**src/sv/utf8_decode_line_tracker_defines.svh**
```systemverilog
// assertion macros shared by the decoder modules
`ifndef UTF8_DECODE_LINE_TRACKER_DEFINES_SVH
`define UTF8_DECODE_LINE_TRACKER_DEFINES_SVH

// same-cycle implication, checked outside reset
`define UDLT_ASSERT_IMPL(lbl, ante, cons, msg) \
    lbl: assert property (@(posedge clk) disable iff (!rst_n) (ante) |-> (cons)) \
        else $error(msg);

// next-cycle implication, checked outside reset
`define UDLT_ASSERT_NEXT(lbl, ante, cons, msg) \
    lbl: assert property (@(posedge clk) disable iff (!rst_n) (ante) |=> (cons)) \
        else $error(msg);

`endif

```
**src/sv/udlt_pkg.sv**
```systemverilog
`default_nettype none

package udlt_pkg;

    // default counter widths
    localparam int OFFSET_WIDTH_DFLT = 32;
    localparam int LINE_WIDTH_DFLT   = 24;
    localparam int COLUMN_WIDTH_DFLT = 16;

    // fixed field widths of a result
    localparam int CP_W      = 21;
    localparam int UNITS_W   = 2;
    localparam int OUT_OFF_W = 32;
    localparam int OUT_LINE_W = 24;
    localparam int OUT_COL_W = 16;
    localparam int CP_SHIFT  = 6;

    // byte ranges
    localparam logic [7:0] ASCII_LAST = 8'h7F;
    localparam logic [7:0] CONT_FIRST = 8'h80;
    localparam logic [7:0] CONT_LAST  = 8'hBF;
    localparam logic [7:0] LEAD2_FIRST = 8'hC0;
    localparam logic [7:0] LEAD2_LAST  = 8'hDF;
    localparam logic [7:0] LEAD3_FIRST = 8'hE0;
    localparam logic [7:0] LEAD3_LAST  = 8'hEF;

    // payload masks
    localparam logic [7:0] CONT_MASK  = 8'h3F;
    localparam logic [7:0] LEAD2_MASK = 8'h1F;
    localparam logic [7:0] LEAD3_MASK = 8'h0F;
    localparam logic [7:0] LEAD4_MASK = 8'h07;

    localparam logic [CP_W-1:0] CP_SUPP = 21'h10000;
    localparam logic [7:0]      LF_CHAR = 8'h0A;

    localparam logic [UNITS_W-1:0] UNITS_BMP  = 2'd1;
    localparam logic [UNITS_W-1:0] UNITS_PAIR = 2'd2;

    // result queue
    localparam int FIFO_DEPTH = 4;
    localparam int FIFO_PTR_W = $clog2(FIFO_DEPTH);
    localparam int FIFO_CNT_W = FIFO_PTR_W + 1;

    typedef enum logic [2:0] {
        BC_ASCII,
        BC_CONT,
        BC_LEAD2,
        BC_LEAD3,
        BC_LEAD4
    } byte_class_t;

    typedef struct packed {
        logic [CP_W-1:0]       cp_value;
        logic [UNITS_W-1:0]    utf16_units;
        logic [OUT_OFF_W-1:0]  utf8_end_offset;
        logic [OUT_OFF_W-1:0]  utf16_end_offset;
        logic [OUT_LINE_W-1:0] line_number;
        logic [OUT_COL_W-1:0]  utf16_column;
        logic                  is_newline;
        logic                  last_of_run;
    } out_item_t;

    // results written by the decoder in one cycle, in order
    typedef struct packed {
        logic [1:0] n_items;
        out_item_t  item0;
        out_item_t  item1;
    } push_t;

    function automatic byte_class_t classify(input logic [7:0] b);
        byte_class_t c;
        unique case (b) inside
            [8'h00:ASCII_LAST]:       c = BC_ASCII;
            [CONT_FIRST:CONT_LAST]:   c = BC_CONT;
            [LEAD2_FIRST:LEAD2_LAST]: c = BC_LEAD2;
            [LEAD3_FIRST:LEAD3_LAST]: c = BC_LEAD3;
            default:                  c = BC_LEAD4;
        endcase
        return c;
    endfunction

    function automatic logic [UNITS_W-1:0] units_of(input logic [CP_W-1:0] cp);
        return (cp >= CP_SUPP) ? UNITS_PAIR : UNITS_BMP;
    endfunction

endpackage

`default_nettype wire

```
**src/sv/udlt_ifs.sv**
```systemverilog
`default_nettype none

interface udlt_byte_if;
    logic       valid;
    logic       ready;
    logic [7:0] data_byte;
    logic       end_of_stream;

    modport source (output valid, output data_byte, output end_of_stream, input ready);
    modport sink   (input valid, input data_byte, input end_of_stream, output ready);
endinterface

interface udlt_point_if;
    logic        valid;
    logic        ready;
    logic [20:0] cp_value;
    logic [1:0]  utf16_units;
    logic [31:0] utf8_end_offset;
    logic [31:0] utf16_end_offset;
    logic [23:0] line_number;
    logic [15:0] utf16_column;
    logic        is_newline;
    logic        last_of_run;

    modport source (
        output valid, output cp_value, output utf16_units, output utf8_end_offset,
        output utf16_end_offset, output line_number, output utf16_column,
        output is_newline, output last_of_run, input ready
    );
    modport sink (
        input valid, input cp_value, input utf16_units, input utf8_end_offset,
        input utf16_end_offset, input line_number, input utf16_column,
        input is_newline, input last_of_run, output ready
    );
endinterface

`default_nettype wire

```
**src/sv/utf8_decode_line_tracker.sv**
```systemverilog
// utf-8 decoder with position tracking. each transaction on text_byte carries one raw
// byte; each transaction on code_item carries one decoded code point with its utf-16
// unit count, the utf-8 byte offset and utf-16 unit offset just after it, and the line
// and utf-16 column after it. a byte yields zero, one or two code points; the last one
// it yields has last_of_run set. throughput is one byte per cycle while each byte
// yields at most one code point and the sink takes a result every cycle; a byte that
// yields two results occupies the single result port for two transactions. a byte's
// first result passes through the input register and then the four-entry result queue
// before its transaction. a byte leaves the input register only when the queue has room
// for two results, so ready on text_byte does not depend on ready on code_item.
// offsets, lines and columns saturate at the widths set by the parameters; outputs
// carry their low bits.
`default_nettype none

module utf8_decode_line_tracker
    import udlt_pkg::*;
#(
    parameter int OFFSET_WIDTH = OFFSET_WIDTH_DFLT,  // 16 to 64
    parameter int LINE_WIDTH   = LINE_WIDTH_DFLT,    // 8 to 32
    parameter int COLUMN_WIDTH = COLUMN_WIDTH_DFLT   // 8 to 32
)
(
    input  wire logic    clk,
    input  wire logic    rst_n,
    udlt_byte_if.sink    text_byte,
    udlt_point_if.source code_item
);

    // results of one byte, handed from the decoder to the queue
    push_t push;
    // queue can take a full pair this cycle
    logic  space_ok;

    // input register, sequence state, counters and the per-byte decode
    udlt_core #(
        .OFFSET_WIDTH (OFFSET_WIDTH),
        .LINE_WIDTH   (LINE_WIDTH),
        .COLUMN_WIDTH (COLUMN_WIDTH)
    ) u_core (
        .clk       (clk),
        .rst_n     (rst_n),
        .text_byte (text_byte),
        .space_ok  (space_ok),
        .push      (push)
    );

    // result register queue, drained one transaction per cycle while code_item is ready
    udlt_out_fifo u_out_fifo (
        .clk       (clk),
        .rst_n     (rst_n),
        .push      (push),
        .space_ok  (space_ok),
        .code_item (code_item)
    );

endmodule

`default_nettype wire

```
**src/sv/udlt_core.sv**
```systemverilog
`default_nettype none
`include "utf8_decode_line_tracker_defines.svh"

module udlt_core
    import udlt_pkg::*;
#(
    parameter int OFFSET_WIDTH = OFFSET_WIDTH_DFLT,
    parameter int LINE_WIDTH   = LINE_WIDTH_DFLT,
    parameter int COLUMN_WIDTH = COLUMN_WIDTH_DFLT
)
(
    input  wire logic  clk,
    input  wire logic  rst_n,
    udlt_byte_if.sink  text_byte,
    input  wire logic  space_ok,
    output push_t      push
);

    // input register
    logic       in_valid_reg;
    logic [7:0] in_byte_reg;
    logic       in_eos_reg;

    // decoder state
    logic [CP_W-1:0]         pv_reg,   pv_next;
    logic [1:0]              rem_reg,  rem_next;
    logic [OFFSET_WIDTH-1:0] boff_reg, boff_next;
    logic [OFFSET_WIDTH-1:0] uoff_reg, uoff_next;
    logic [LINE_WIDTH-1:0]   line_reg, line_next;
    logic [COLUMN_WIDTH-1:0] col_reg,  col_next;

    logic fire;
    logic take;

    // decode
    byte_class_t             cls;
    logic                    is_cont;
    logic [CP_W-1:0]         cut_cp, cont_cp, tail_cp, lead_bits;
    logic [1:0]              lead_len;
    logic                    tail_emit;
    logic                    v0, v1;
    logic [CP_W-1:0]         cp0, cp1;
    logic [OFFSET_WIDTH-1:0] end0, end1;
    logic [UNITS_W-1:0]      u0, u1;
    logic                    nl0, nl1;
    logic [OFFSET_WIDTH-1:0] uoff0, uoff1;
    logic [LINE_WIDTH-1:0]   line0, line1;
    logic [COLUMN_WIDTH-1:0] col0, col1;

    // assertion helpers
    logic                    pair_marks_ok;
    logic [OFFSET_WIDTH-1:0] boff_inc;

    function automatic logic [OFFSET_WIDTH-1:0] off_add(
        input logic [OFFSET_WIDTH-1:0] v,
        input logic [UNITS_W-1:0]      a
    );
        logic [OFFSET_WIDTH:0] s;
        s = {1'b0, v} + {{(OFFSET_WIDTH + 1 - UNITS_W){1'b0}}, a};
        return s[OFFSET_WIDTH] ? '1 : s[OFFSET_WIDTH-1:0];
    endfunction

    function automatic logic [LINE_WIDTH-1:0] line_inc(input logic [LINE_WIDTH-1:0] v);
        logic [LINE_WIDTH:0] s;
        s = {1'b0, v} + {{LINE_WIDTH{1'b0}}, 1'b1};
        return s[LINE_WIDTH] ? '1 : s[LINE_WIDTH-1:0];
    endfunction

    function automatic logic [COLUMN_WIDTH-1:0] col_add(
        input logic [COLUMN_WIDTH-1:0] v,
        input logic [UNITS_W-1:0]      a
    );
        logic [COLUMN_WIDTH:0] s;
        s = {1'b0, v} + {{(COLUMN_WIDTH + 1 - UNITS_W){1'b0}}, a};
        return s[COLUMN_WIDTH] ? '1 : s[COLUMN_WIDTH-1:0];
    endfunction

    assign fire           = in_valid_reg && space_ok;
    assign text_byte.ready = !in_valid_reg || fire;
    assign take           = text_byte.valid && text_byte.ready;

    always_ff @(posedge clk or negedge rst_n)
    begin
        if (!rst_n)
        begin
            in_valid_reg <= 1'b0;
        end
        else if (take)
        begin
            in_valid_reg <= 1'b1;
        end
        else if (fire)
        begin
            in_valid_reg <= 1'b0;
        end
    end

    always_ff @(posedge clk)
    begin
        if (take)
        begin
            in_byte_reg <= text_byte.data_byte;
            in_eos_reg  <= text_byte.end_of_stream;
        end
    end

    // byte classification and sequence handling
    always_comb
    begin
        cls       = classify(in_byte_reg);
        is_cont   = (cls == BC_CONT);
        cut_cp    = {pv_reg[CP_W-CP_SHIFT-1:0], {CP_SHIFT{1'b0}}};
        cont_cp   = {pv_reg[CP_W-CP_SHIFT-1:0], in_byte_reg[CP_SHIFT-1:0]};
        boff_next = off_add(boff_reg, UNITS_BMP);
        lead_bits = '0;
        lead_len  = 2'd0;
        tail_cp   = '0;
        tail_emit = 1'b0;

        unique case (cls)
            BC_ASCII:
            begin
                tail_cp   = CP_W'(in_byte_reg);
                tail_emit = 1'b1;
            end
            BC_CONT:
            begin
                // stray continuation gives zero
                tail_cp   = '0;
                tail_emit = 1'b1;
            end
            BC_LEAD2:
            begin
                lead_bits = CP_W'(in_byte_reg & LEAD2_MASK);
                lead_len  = 2'd1;
            end
            BC_LEAD3:
            begin
                lead_bits = CP_W'(in_byte_reg & LEAD3_MASK);
                lead_len  = 2'd2;
            end
            BC_LEAD4:
            begin
                lead_bits = CP_W'(in_byte_reg & LEAD4_MASK);
                lead_len  = 2'd3;
            end
            default:
            begin
                lead_bits = '0;
                lead_len  = 2'd0;
            end
        endcase

        if (!tail_emit && in_eos_reg)
        begin
            // lead byte at end of stream flushes its bits
            tail_cp   = lead_bits;
            tail_emit = 1'b1;
        end

        v1   = 1'b0;
        cp1  = tail_cp;
        end1 = boff_next;
        if (rem_reg != 2'd0 && is_cont)
        begin
            v0   = (rem_reg == 2'd1) || in_eos_reg;
            cp0  = cont_cp;
            end0 = boff_next;
            if (v0)
            begin
                pv_next  = '0;
                rem_next = 2'd0;
            end
            else
            begin
                pv_next  = cont_cp;
                rem_next = rem_reg - 2'd1;
            end
        end
        else
        begin
            if (rem_reg != 2'd0)
            begin
                // cut sequence: shifted partial first, then this byte if it yields a result
                v0   = 1'b1;
                cp0  = cut_cp;
                end0 = boff_reg;
                v1   = tail_emit;
            end
            else
            begin
                v0   = tail_emit;
                cp0  = tail_cp;
                end0 = boff_next;
            end
            if (tail_emit)
            begin
                pv_next  = '0;
                rem_next = 2'd0;
            end
            else
            begin
                pv_next  = lead_bits;
                rem_next = lead_len;
            end
        end
    end

    // position tracking across the two result slots
    always_comb
    begin
        u0    = units_of(cp0);
        nl0   = (cp0 == CP_W'(LF_CHAR));
        uoff0 = v0 ? off_add(uoff_reg, u0) : uoff_reg;
        line0 = (v0 && nl0) ? line_inc(line_reg) : line_reg;
        col0  = !v0 ? col_reg : (nl0 ? '0 : col_add(col_reg, u0));

        u1    = units_of(cp1);
        nl1   = (cp1 == CP_W'(LF_CHAR));
        uoff1 = v1 ? off_add(uoff0, u1) : uoff0;
        line1 = (v1 && nl1) ? line_inc(line0) : line0;
        col1  = !v1 ? col0 : (nl1 ? '0 : col_add(col0, u1));

        uoff_next = uoff1;
        line_next = line1;
        col_next  = col1;
    end

    always_comb
    begin
        push.n_items = fire ? {v1, v0 & !v1} : 2'd0;

        push.item0.cp_value         = cp0;
        push.item0.utf16_units      = u0;
        push.item0.utf8_end_offset  = OUT_OFF_W'(end0);
        push.item0.utf16_end_offset = OUT_OFF_W'(uoff0);
        push.item0.line_number      = OUT_LINE_W'(line0);
        push.item0.utf16_column     = OUT_COL_W'(col0);
        push.item0.is_newline       = nl0;
        push.item0.last_of_run      = !v1;

        push.item1.cp_value         = cp1;
        push.item1.utf16_units      = u1;
        push.item1.utf8_end_offset  = OUT_OFF_W'(end1);
        push.item1.utf16_end_offset = OUT_OFF_W'(uoff1);
        push.item1.line_number      = OUT_LINE_W'(line1);
        push.item1.utf16_column     = OUT_COL_W'(col1);
        push.item1.is_newline       = nl1;
        push.item1.last_of_run      = 1'b1;
    end

    always_ff @(posedge clk or negedge rst_n)
    begin
        if (!rst_n)
        begin
            pv_reg   <= '0;
            rem_reg  <= 2'd0;
            boff_reg <= '0;
            uoff_reg <= '0;
            line_reg <= '0;
            col_reg  <= '0;
        end
        else if (fire)
        begin
            pv_reg   <= pv_next;
            rem_reg  <= rem_next;
            boff_reg <= boff_next;
            uoff_reg <= uoff_next;
            line_reg <= line_next;
            col_reg  <= col_next;
        end
    end

    assign pair_marks_ok = !push.item0.last_of_run && push.item1.last_of_run;
    assign boff_inc      = boff_reg + OFFSET_WIDTH'(1);

    `UDLT_ASSERT_IMPL(a_idle_pv_clear, rem_reg == 2'd0, pv_reg == '0, "stale partial value")
    `UDLT_ASSERT_IMPL(a_pair_order, push.n_items == 2'd2, pair_marks_ok, "pair marks wrong")
    `UDLT_ASSERT_NEXT(a_boff_inc, fire && !(&boff_reg), boff_reg == $past(boff_inc), "offset skip")

endmodule

`default_nettype wire

```
**src/sv/udlt_out_fifo.sv**
```systemverilog
`default_nettype none
`include "utf8_decode_line_tracker_defines.svh"

module udlt_out_fifo
    import udlt_pkg::*;
(
    input  wire logic    clk,
    input  wire logic    rst_n,
    input  wire push_t   push,
    output logic         space_ok,
    udlt_point_if.source code_item
);

    localparam logic [FIFO_CNT_W-1:0] CNT_FULL = FIFO_CNT_W'(FIFO_DEPTH);

    out_item_t mem [FIFO_DEPTH];

    logic [FIFO_PTR_W-1:0] wr_ptr_reg, wr_ptr_next;
    logic [FIFO_PTR_W-1:0] rd_ptr_reg, rd_ptr_next;
    logic [FIFO_CNT_W-1:0] count_reg,  count_next;
    logic                  pop;
    out_item_t             head;

    // assertion helpers
    logic                  drain_only;
    logic [FIFO_CNT_W-1:0] count_dec;

    // room for a full result pair
    assign space_ok = (count_reg <= FIFO_CNT_W'(FIFO_DEPTH - 2));
    assign pop      = (count_reg != '0) && code_item.ready;
    assign head     = mem[rd_ptr_reg];

    always_comb
    begin
        wr_ptr_next = wr_ptr_reg + FIFO_PTR_W'(push.n_items);
        rd_ptr_next = rd_ptr_reg + FIFO_PTR_W'(pop);
        count_next  = count_reg + FIFO_CNT_W'(push.n_items) - FIFO_CNT_W'(pop);
    end

    always_ff @(posedge clk or negedge rst_n)
    begin
        if (!rst_n)
        begin
            wr_ptr_reg <= '0;
            rd_ptr_reg <= '0;
            count_reg  <= '0;
        end
        else
        begin
            wr_ptr_reg <= wr_ptr_next;
            rd_ptr_reg <= rd_ptr_next;
            count_reg  <= count_next;
        end
    end

    always_ff @(posedge clk)
    begin
        if (push.n_items != 2'd0)
        begin
            mem[wr_ptr_reg] <= push.item0;
        end
        if (push.n_items == 2'd2)
        begin
            mem[wr_ptr_reg + FIFO_PTR_W'(1)] <= push.item1;
        end
    end

    assign code_item.valid            = (count_reg != '0);
    assign code_item.cp_value         = head.cp_value;
    assign code_item.utf16_units      = head.utf16_units;
    assign code_item.utf8_end_offset  = head.utf8_end_offset;
    assign code_item.utf16_end_offset = head.utf16_end_offset;
    assign code_item.line_number      = head.line_number;
    assign code_item.utf16_column     = head.utf16_column;
    assign code_item.is_newline       = head.is_newline;
    assign code_item.last_of_run      = head.last_of_run;

    assign drain_only = pop && (push.n_items == 2'd0);
    assign count_dec  = count_reg - FIFO_CNT_W'(1);

    `UDLT_ASSERT_IMPL(a_no_overrun, push.n_items != 2'd0, space_ok, "queue overrun")
    `UDLT_ASSERT_IMPL(a_count_bound, 1'b1, count_reg <= CNT_FULL, "count out of range")
    `UDLT_ASSERT_NEXT(a_drain_step, drain_only, count_reg == $past(count_dec), "missed drain")

endmodule

`default_nettype wire
```
**src/flat_wrapper.sv**
```systemverilog
// flat-port wrapper written by rule: the top's interface ports become plain ports
module utf8_decode_line_tracker_flat import udlt_pkg::*;
#(
    parameter int OFFSET_WIDTH = OFFSET_WIDTH_DFLT,             
    parameter int LINE_WIDTH   = LINE_WIDTH_DFLT,              
    parameter int COLUMN_WIDTH = COLUMN_WIDTH_DFLT             
)
  (clk, rst_n, text_byte_valid, text_byte_data_byte, text_byte_end_of_stream, text_byte_ready, code_item_valid, code_item_cp_value, code_item_utf16_units, code_item_utf8_end_offset, code_item_utf16_end_offset, code_item_line_number, code_item_utf16_column, code_item_is_newline, code_item_last_of_run, code_item_ready);
  udlt_byte_if text_byte_i ();
  udlt_point_if code_item_i ();
  input  wire logic clk;
  input  wire logic rst_n;
  input wire logic [$bits(text_byte_i.valid)-1:0] text_byte_valid;
  input wire logic [$bits(text_byte_i.data_byte)-1:0] text_byte_data_byte;
  input wire logic [$bits(text_byte_i.end_of_stream)-1:0] text_byte_end_of_stream;
  output wire logic [$bits(text_byte_i.ready)-1:0] text_byte_ready;
  output wire logic [$bits(code_item_i.valid)-1:0] code_item_valid;
  output wire logic [$bits(code_item_i.cp_value)-1:0] code_item_cp_value;
  output wire logic [$bits(code_item_i.utf16_units)-1:0] code_item_utf16_units;
  output wire logic [$bits(code_item_i.utf8_end_offset)-1:0] code_item_utf8_end_offset;
  output wire logic [$bits(code_item_i.utf16_end_offset)-1:0] code_item_utf16_end_offset;
  output wire logic [$bits(code_item_i.line_number)-1:0] code_item_line_number;
  output wire logic [$bits(code_item_i.utf16_column)-1:0] code_item_utf16_column;
  output wire logic [$bits(code_item_i.is_newline)-1:0] code_item_is_newline;
  output wire logic [$bits(code_item_i.last_of_run)-1:0] code_item_last_of_run;
  input wire logic [$bits(code_item_i.ready)-1:0] code_item_ready;
  assign text_byte_i.valid = text_byte_valid;
  assign text_byte_i.data_byte = text_byte_data_byte;
  assign text_byte_i.end_of_stream = text_byte_end_of_stream;
  assign text_byte_ready = text_byte_i.ready;
  assign code_item_valid = code_item_i.valid;
  assign code_item_cp_value = code_item_i.cp_value;
  assign code_item_utf16_units = code_item_i.utf16_units;
  assign code_item_utf8_end_offset = code_item_i.utf8_end_offset;
  assign code_item_utf16_end_offset = code_item_i.utf16_end_offset;
  assign code_item_line_number = code_item_i.line_number;
  assign code_item_utf16_column = code_item_i.utf16_column;
  assign code_item_is_newline = code_item_i.is_newline;
  assign code_item_last_of_run = code_item_i.last_of_run;
  assign code_item_i.ready = code_item_ready;
  utf8_decode_line_tracker #(.OFFSET_WIDTH(OFFSET_WIDTH), .LINE_WIDTH(LINE_WIDTH), .COLUMN_WIDTH(COLUMN_WIDTH)) u_core (.clk(clk), .rst_n(rst_n), .text_byte(text_byte_i), .code_item(code_item_i));
endmodule
```
**config.mk**
```make
export PLATFORM = sky130hd
export DESIGN_NAME = utf8_decode_line_tracker_flat
export DESIGN_NICKNAME = d
export VERILOG_FILES = /design/src/sv/udlt_pkg.sv /design/src/sv/udlt_ifs.sv /design/src/sv/utf8_decode_line_tracker.sv /design/src/sv/udlt_core.sv /design/src/sv/udlt_out_fifo.sv /design/src/flat_wrapper.sv
export VERILOG_INCLUDE_DIRS = /design/src /design/src/sv
export SDC_FILE = /design/constraint.sdc
export NUM_CORES = 1
export LEC_CHECK = 0
export BUFFER_PORTS_ARGS = -buffer_cell sky130_fd_sc_hd__buf_2
export CAP_MARGIN = 10
export CORE_AREA = 2 2 348 350
export CTS_CLUSTER_DIAMETER = 60
export DETAILED_ROUTE_END_ITERATION = 10
export DIE_AREA = 0 0 350 352
export SLEW_MARGIN = 20
export SYNTH_ARGS = -nofsm -noshare
export SYNTH_HDL_FRONTEND = slang
export SYNTH_SLANG_ARGS = --single-unit
```
**constraint.sdc**
```tcl
create_clock -name clk -period 9 [get_ports clk]
set_input_delay 0.45 -clock clk [delete_from_list [all_inputs] [get_ports clk]]
set_output_delay 0.45 -clock clk [all_outputs]
set_load 0.03 [all_outputs]
```
### Word-level counts from Yosys, hierarchy flattened

Memory sizes are Yosys's and may differ from the RTL's.
Index checks and enable logic that the tools add are counted.
Widths: inputs -> output; s select.

* add/sub/neg operators: 13
* order comparisons: 11
* equality and inequality tests: 8
* multiplexer cells: 45
* bitwise operators: 1
* reductions and logical operators: 22

Operator list (number)
* $mux 32: 7
* $mux 16: 6
* $mux 24: 4
* $add 32x2->33: 2
* $mux 21: 3
* $add 24x1->25 const B: 2
* $eq 21x4->1 const B: 2
* $ge 21x17->1 const B: 2
* $add 16x2->17: 2
* $add 32x1->33 const B: 1
* $mux 15: 2
* $ge 8x8->1 const B: 3
* $le 8x8->1 const B: 3
* $pmux 5 s3: 1
* $mux 1: 12
* $mux 2: 6
* $pmux 3 s4: 1
* $logic_and 1x1->1: 11
* $ge 8x1->1 const B: 1
* $le 8x7->1 const B: 1
* $mux 8: 1
* $eq 3x2->1 const B: 2
* $pmux 2 s3: 1
* $reduce_bool 2->1: 3
* other kinds (18): 21

* bits in registers: 138
* RAM bits: 516
* bits of input ports: 13
* output and inout port bits: 131
* word-level logic and storage cells: 113
* memories kept: 1

Memories
* u_core.u_out_fifo.mem: depth 4, bits a word 129, read ports 1, clocked after Yosys merged registers in 0, write ports 2, RTL line udlt_out_fifo.sv:16 `out_item_t mem [FIFO_DEPTH];`

### Depth between registers and ports, before layout

Gate-level depths: netlist of the first run.

* depth after elaboration: 21
* gate-level depth with buffers: 23
* mapped depth without buffers: 19

### Cells and area by module

From an unflattened synthesis of the first run, not the netlist that was laid out.

* cells, all modules: 2875
* area total of the unflattened synthesis: 37113.1 µm²

Modules (own cells, without submodules)
* udlt_out_fifo: instances 1, cells an instance 1286, area an instance 25329.3 µm², seq. area each 15670.0 µm²
* udlt_core: instances 1, cells an instance 1589, area an instance 11783.8 µm², seq. area each 3323.2 µm²

### Least setup slack after synthesis of the first run

Ideal clock, no wire load.

* path kind: register -> register
* from: register u_core.u_core.rem_reg[0]
* to: memory u_core.u_out_fifo.mem[1][18] in the netlist's numbering, data pin
* arrival: 5.322 ns
* slack: 3.516 ns
* cell stages (with the launch flop): 16
* path buffers: 6
* clock period less this slack: 5.484 ns
* cells stage by stage: dfrtp_1 inv_1 ha_1 buf_2 and2_1 o21a_1 buf_2 buf_2 buf_1 a21oi_1 nand3_1 clkbuf_1 buf_1 nand2_1 o21ai_0 a21oi_1

RTL lines
* from (decl): RTL line udlt_core.sv:26 `logic [1:0] rem_reg, rem_next;`
* from (signal assigned): RTL line udlt_core.sv:266 `rem_reg <= rem_next;`
* to (decl): RTL line udlt_out_fifo.sv:16

==> results.toml, run 1 <==
[cells_and_area]
syn_to_final_growth_pct = 13.6
fill_cells = 11876
largest_reg_flops = 516
utilization_pct = 33.9
drive_above_1_share_pct = 15.5
seqCellArea_um2 = 18400
diodes = 0
multi_input_area_um2 = 16000
finalNonFillerCells = 5055
final_nets = 3412

[critical_path]
r2r_setup_slack_ps = 2620
cp.arrival_ps = 6840
path_class = "flip-flop to flip-flop"
end_kind = "flip-flop"
crit_required_ps = 9460
startpoint_type = "flip-flop"
crit_fanout = 39

[pwr]
powerDensity_nw_per_um2 = 338
cell_internal_pwr_mw = 7.73
seqPwrFrac_pct = 34.2
p_comb_share_pct = 42.8
switching_share_pct = 43.4
peakVddDrop_mv = 0.266
switching_power_mw = 5.94
p_clk_share_pct = 23.0
power.leakage_nw = 13.4
total_power_mw = 13.7

[global_route]
grt_max_degree = 106
overflow = 0
grt_pass1_wl_mm = 180
grt_usage_pct = 18.8
antenna_found_initial = 8
grt_pass1_vias = 28376

[timing]
setup_viol = 0
worstMarginPinSlew_ps = 1090
fin_ws_ps = 2620
fin_crit_ps = 6380
slew_violations = 0
fin_tns_setup_ps = 0
rsz0062_at_grt = "false"
max_freq_ghz = 0.157
period_share_pct = 70.9
relSlewSlack_pct = 27.0
skew_ps = 32.8
hold_violations = 0

[drt]
wl_met3_mm = 10.1
vias = 29018
drtIter0Drc = 3528
vias_per_cell = 5.74
wl_met1_mm = 49.8
dr.max_layer_used = "met5"
dr_wl_met2_mm = 56.1
route.detailed.drc = 0
drt.antenna.violating_nets = 0
wirelength_mm = 119
drtPass1Iterations = 5
avgRoutedWirePerCell_um = 23.6

[placed_design]
dp_cells = 4903
dpl.hpwl_mm = 74.1
place_ws_ps = 2780
place_congestion = 0.905
io_buffers = 143

[job]
cap_violations = 0

[yosys]
yosysTopAreaCell = "edfxtp_1"
synthTopCellsByArea = "edfxtp_1 40%, dfrtp_1 9.1%, mux4_2 8.2%"
async_flop_share_pct = 19.7
synth_seq_area_share_pct = 51.8
ys_warn_count = 0
synth-main-ff-cell = "edfxtp_1"
synth_cell_types = 91
ys_seq_elements = 654
synth.most_common_cell = "edfxtp_1"
synth_common_cells = "469 x edfxtp_1, 460 x nand2_1, 303 x o21ai_0"
netlist.area_leader.share_pct = 39.6
avgSynthCellArea_um2 = 10.5
synth-edff-count = 469
synth_fp_nets = 3414
syn_inst = 3382
synth_area_um2 = 35600

[min_path]
hold_class = "input pin to flip-flop"

[clock_tree]
cts_setup_buffers = 0
cts_buffers = 76
ctsHoldBuffers = 11
cts_tree = "done"
clockBufferDepth = 3
clock_sinks = 654
clock_latency_ps = 650
cts_root_buf = "clkbuf_16"
cts_resized = 0
h-tree-depth = 3
cts.clk_slew.worst_paths_ps = 60

[floorplan]
num_rows = 127
io_pins = 144
die_h_um = 352
die_area_um2 = 123000
start_util_pct = 29.8
dieWidth_um = 350
core_um2 = 119000

[outcome]
status = "finished, final reports clean"
## critical path: stages, from the launching register on
cell	delay, ps
edfxtp_1	610
nor2b_1	650
or2_2	240
buf_4	570
and4_1	400
nand3_1	600
o21ai_0	700
ha_1	390
nand3_1	160
a211oi_1	200
buf_4	220
nand2_1	210
nor3_4	500
buf_4	340
a21oi_1	120
o21ai_0	270
## cells by family (layout without fill, tap and decap cells)
group / after synthesis / count (layout) / share of synthesized area (%)
AND/OR/NAND/NOR: 1093 / 1093 / 14.8
AO/OA/AOI/OAI: 1025 / 1025 / 17.3
flip-flops: 654 / 654 / 51.8
buffers and inverters: 329 / 390 / 3.71
multiplexers: 182 / 182 / 9.69
XOR/XNOR: 80 / 80 / 1.97
adder cells (fa/ha/maj): 19 / 19 / 0.731
## power groups by stage
stage	registers, mW	clock network, mW	logic [mW]
floorplan	4.52	0	4.04
global placement	4.69	0	5.85
detailed placement	4.72	0	5.88
CTS	4.66	3.18	5.90
global route	4.75	3.29	6.26
finish	4.67	3.15	5.85
## area by class of cell
| cell class | instances | area share (%) |
|---|---|---|
| flip-flops and latches | 654 | 45.6 |
| multi-input cells | 2399 | 39.6 |
| clock buffers | 102 | 5.30 |
| well taps | 1612 | 4.99 |
| repair buffers | 210 | 3.13 |
| clock inverters | 39 | 0.993 |
| inverters | 39 | 0.362 |
## per-stage QoR
stage / hold WS, ps / area (um2)
6_report: 245 / 40400
3_5_place_dp: 445 / 37800
4_1_cts: 258 / 40400
5_1_grt: 246 / 40400
2_1_floorplan: 154 / 35600
3_3_place_gp: 440 / 37800
## cell usage in the layout (no fill, tap or decap), drive strengths merged, types with 38 or more instances in the layout
cell type  Yosys  layout
dfxtp         56      56
nor3          57      57
inv           39      45
nor2         210     210
a31oi         43      43
o22ai        233     233
xnor2         46      46
nand3         72      72
mux4         129     129
a22o          68      68
and3          42      42
nor4          38      38
dfrtp        129     129
mux2i         42      42
buf           81     199
nand4         49      49
edfxtp       469     469
nand2        461     461
a21oi        220     220
o21ai        336     336
clkbuf       209     102
## per-layer routing
| metal | vias up | global-route usage, % |
|---|---|---|
| met1 | 14520 | 25.7 |
| met2 | 1386 | 30.4 |
| met3 | 201 | 3.24 |
| met4 | 4 | 5.69 |
| met5 | - | 0 |
| li1 | 12907 | - |
## worst paths after layout
path | startpoint | end | cells after the start
max | u_core.u_core.in_byte_reg[7] | u_core.u_out_fifo.mem[1][19] | 15
min | code_item_ready | u_core.u_out_fifo.rd_ptr_reg[0] | 3
max reg2reg | u_core.u_core.in_byte_reg[7] | u_core.u_out_fifo.mem[1][19] | 15
min reg2reg | u_core.u_out_fifo.mem[3][128] | u_core.u_out_fifo.mem[3][128] | 2
max in group asynchronous | rst_n | u_core.u_core.uoff_reg[13] | 3
min in group asynchronous | rst_n | u_core.u_core.in_valid_reg | 2
(Power assumes the default switching activity.)
==> run 2: changes to the inputs <==
==> constraint.sdc (replaced) <==
create_clock -name clk -period 5.9 [get_ports clk]
set_input_delay 0.295 -clock clk [delete_from_list [all_inputs] [get_ports clk]]
set_output_delay 0.295 -clock clk [all_outputs]
set_load 0.03 [all_outputs]
==> run 2 against run 1 <==
Against the previous run:
- critical path depth rose by 3
- combinational power rose by 56%
- first-iteration DRC count rose by 1.9%
- sequential share of layout area fell by 0.70 points
- critical path type unchanged
- highest routed layer is now met4
==> results.toml, run 2 (synthesized netlist as in run 1, its figures left out) <==
[clock_tree]
cts_root_buf = "clkbuf_16"
clock_sinks = 654
clockBufferDepth = 3
cts_buffers = 83
cts_setup_buffers = 0
h-tree-depth = 3
clock_latency_ps = 670
cts_tree = "done"
cts.clk_slew.worst_paths_ps = 60

[floorplan]
io_pins = 144
start_util_pct = 29.8
dieWidth_um = 350
die_h_um = 352
die_area_um2 = 123000
core_um2 = 119000
num_rows = 127

[min_path]
hold_class = "input pin to flip-flop"
hold_depth = 3

[pwr]
total_power_mw = 21.3
power.leakage_nw = 13.8
peakVddDrop_mv = 0.310
powerDensity_nw_per_um2 = 518

[critical_path]
r2r_start = "u_core.u_core.rem_reg[0]"
crit_fanout = 11
startpoint_type = "flip-flop"
crit_start = "u_core.u_core.rem_reg[0]"
end_kind = "flip-flop"
crit_path_end = "u_core.u_core.uoff_reg[5]"
path_class = "flip-flop to flip-flop"
crit_required_ps = 6490
r2r_setup_slack_ps = 440
r2r_cells = 18
cp.arrival_ps = 6050
reg2reg_to = "u_core.u_core.uoff_reg[5]"

[drt]
vias_per_cell = 5.75
drtIter0Drc = 3594
drtPass1Iterations = 8
vias = 29404
route.detailed.drc = 0
drt.antenna.violating_nets = 0
wirelength_mm = 120
avgRoutedWirePerCell_um = 23.4

[placed_design]
placed_area_um2 = 38200
place_ws_ps = 518
dp_cells = 4945
place_congestion = 0.922
io_buffers = 143
dpl.hpwl_mm = 75.3

[timing]
skew_ps = 37.6
relSlewSlack_pct = 25.2
fin_crit_ps = 5460
worstMarginPinSlew_ps = 1120
setup_viol = 0
fin_ws_ps = 441
period_share_pct = 92.5
rsz0062_at_grt = "false"
slew_violations = 0
hold_violations = 0
max_freq_ghz = 0.183
hold_ws_ps = 61.7
fin_tns_setup_ps = 0

[global_route]
grt_max_degree = 107
overflow = 0
antenna_found_initial = 7
grt_usage_pct = 18.9
grt_pass1_wl_mm = 181
grt_pass1_vias = 28497

[cells_and_area]
drive_above_1_share_pct = 16.5
final_nets = 3462
multi_input_area_um2 = 16000
fill_cells = 11956
largest_reg_flops = 516
finalNonFillerCells = 5110
fin_area_um2 = 41100
layout_common_cells = "469 x edfxtp_1, 449 x nand2_1, 300 x o21ai_0"
final_common_cell = "edfxtp_1"
seqCellArea_um2 = 18400
utilization_pct = 34.4
syn_to_final_growth_pct = 15.4
diodes = 0

[job]
cap_violations = 0

[outcome]
status = "finished, final reports clean"
==> run 2: cell types whose count changed in the layout (fill, tap and decap cells not counted), sizes merged <==
cell | before | now
inv | 45 | 52
clkbuf | 102 | 107
nor2 | 210 | 211
clkinvlp | 2 | 5
clkinv | 27 | 24
buf | 199 | 241
==> run 2: worst min path at each step <==
stage,to,slack [ps],start
finish,u_core.u_out_fifo.rd_ptr_reg[0],60,code_item_ready
global placement,u_core.u_core.in_valid_reg,400,rst_n
detailed placement,u_core.u_core.in_valid_reg,390,rst_n
global route,u_core.u_out_fifo.rd_ptr_reg[0],80,code_item_ready
floorplan,u_core.u_core.boff_reg[0],-0.6,rst_n
CTS,u_core.u_out_fifo.rd_ptr_reg[0],50,code_item_ready
==> run 2: layout make-up <==
cell class                      count  share of cell area [%]
Sequential cell                   654                    44.9
Tap cell                         1612                    4.91
Clock buffer                      107                    5.45
Inverter                           39                   0.356
Multi-Input combinational cell   2400                    39.0
Timing Repair Buffer              252                    4.18
Clock inverter                     46                    1.16
==> run 2: report_power, final <==
group	internal (mW)	switching [mW]	leakage [nW]
sequential	6.34	0.763	6.50
clock	2.91	2.16	1.31
combinational	2.81	6.29	5.97
==> run 2: metal layers <==
layer  vias to the layer above  track usage [%]  wire length [um]
met1                     14718             26.0             50100
met4                         0             6.48              3670
li1                      13014                -                 -
met5                         -                0                 0
met3                       225             3.10             10400
met2                      1447             30.2             55600
==> run 2: worst max-delay path, stage by stage, from the launching register on <==
cell	delay, ps
dfrtp_1	370
inv_1	70
ha_1	210
a21oi_1	170
buf_4	250
fa_1	360
nand3_2	260
or4_4	620
or4_1	600
and3_1	230
buf_4	160
inv_1	60
ha_1	160
nand2_1	90
a21o_1	300
or3_1	570
nor2_2	610
o21ai_0	190
nand2_1	100
==> run 2: what timing repair did <==
item,4_1_cts,5_1_grt
hold buffers,11,0
setup endpoints to repair,0,1
gates resized for setup,0,1
endpoints found under the hold margin,77,0
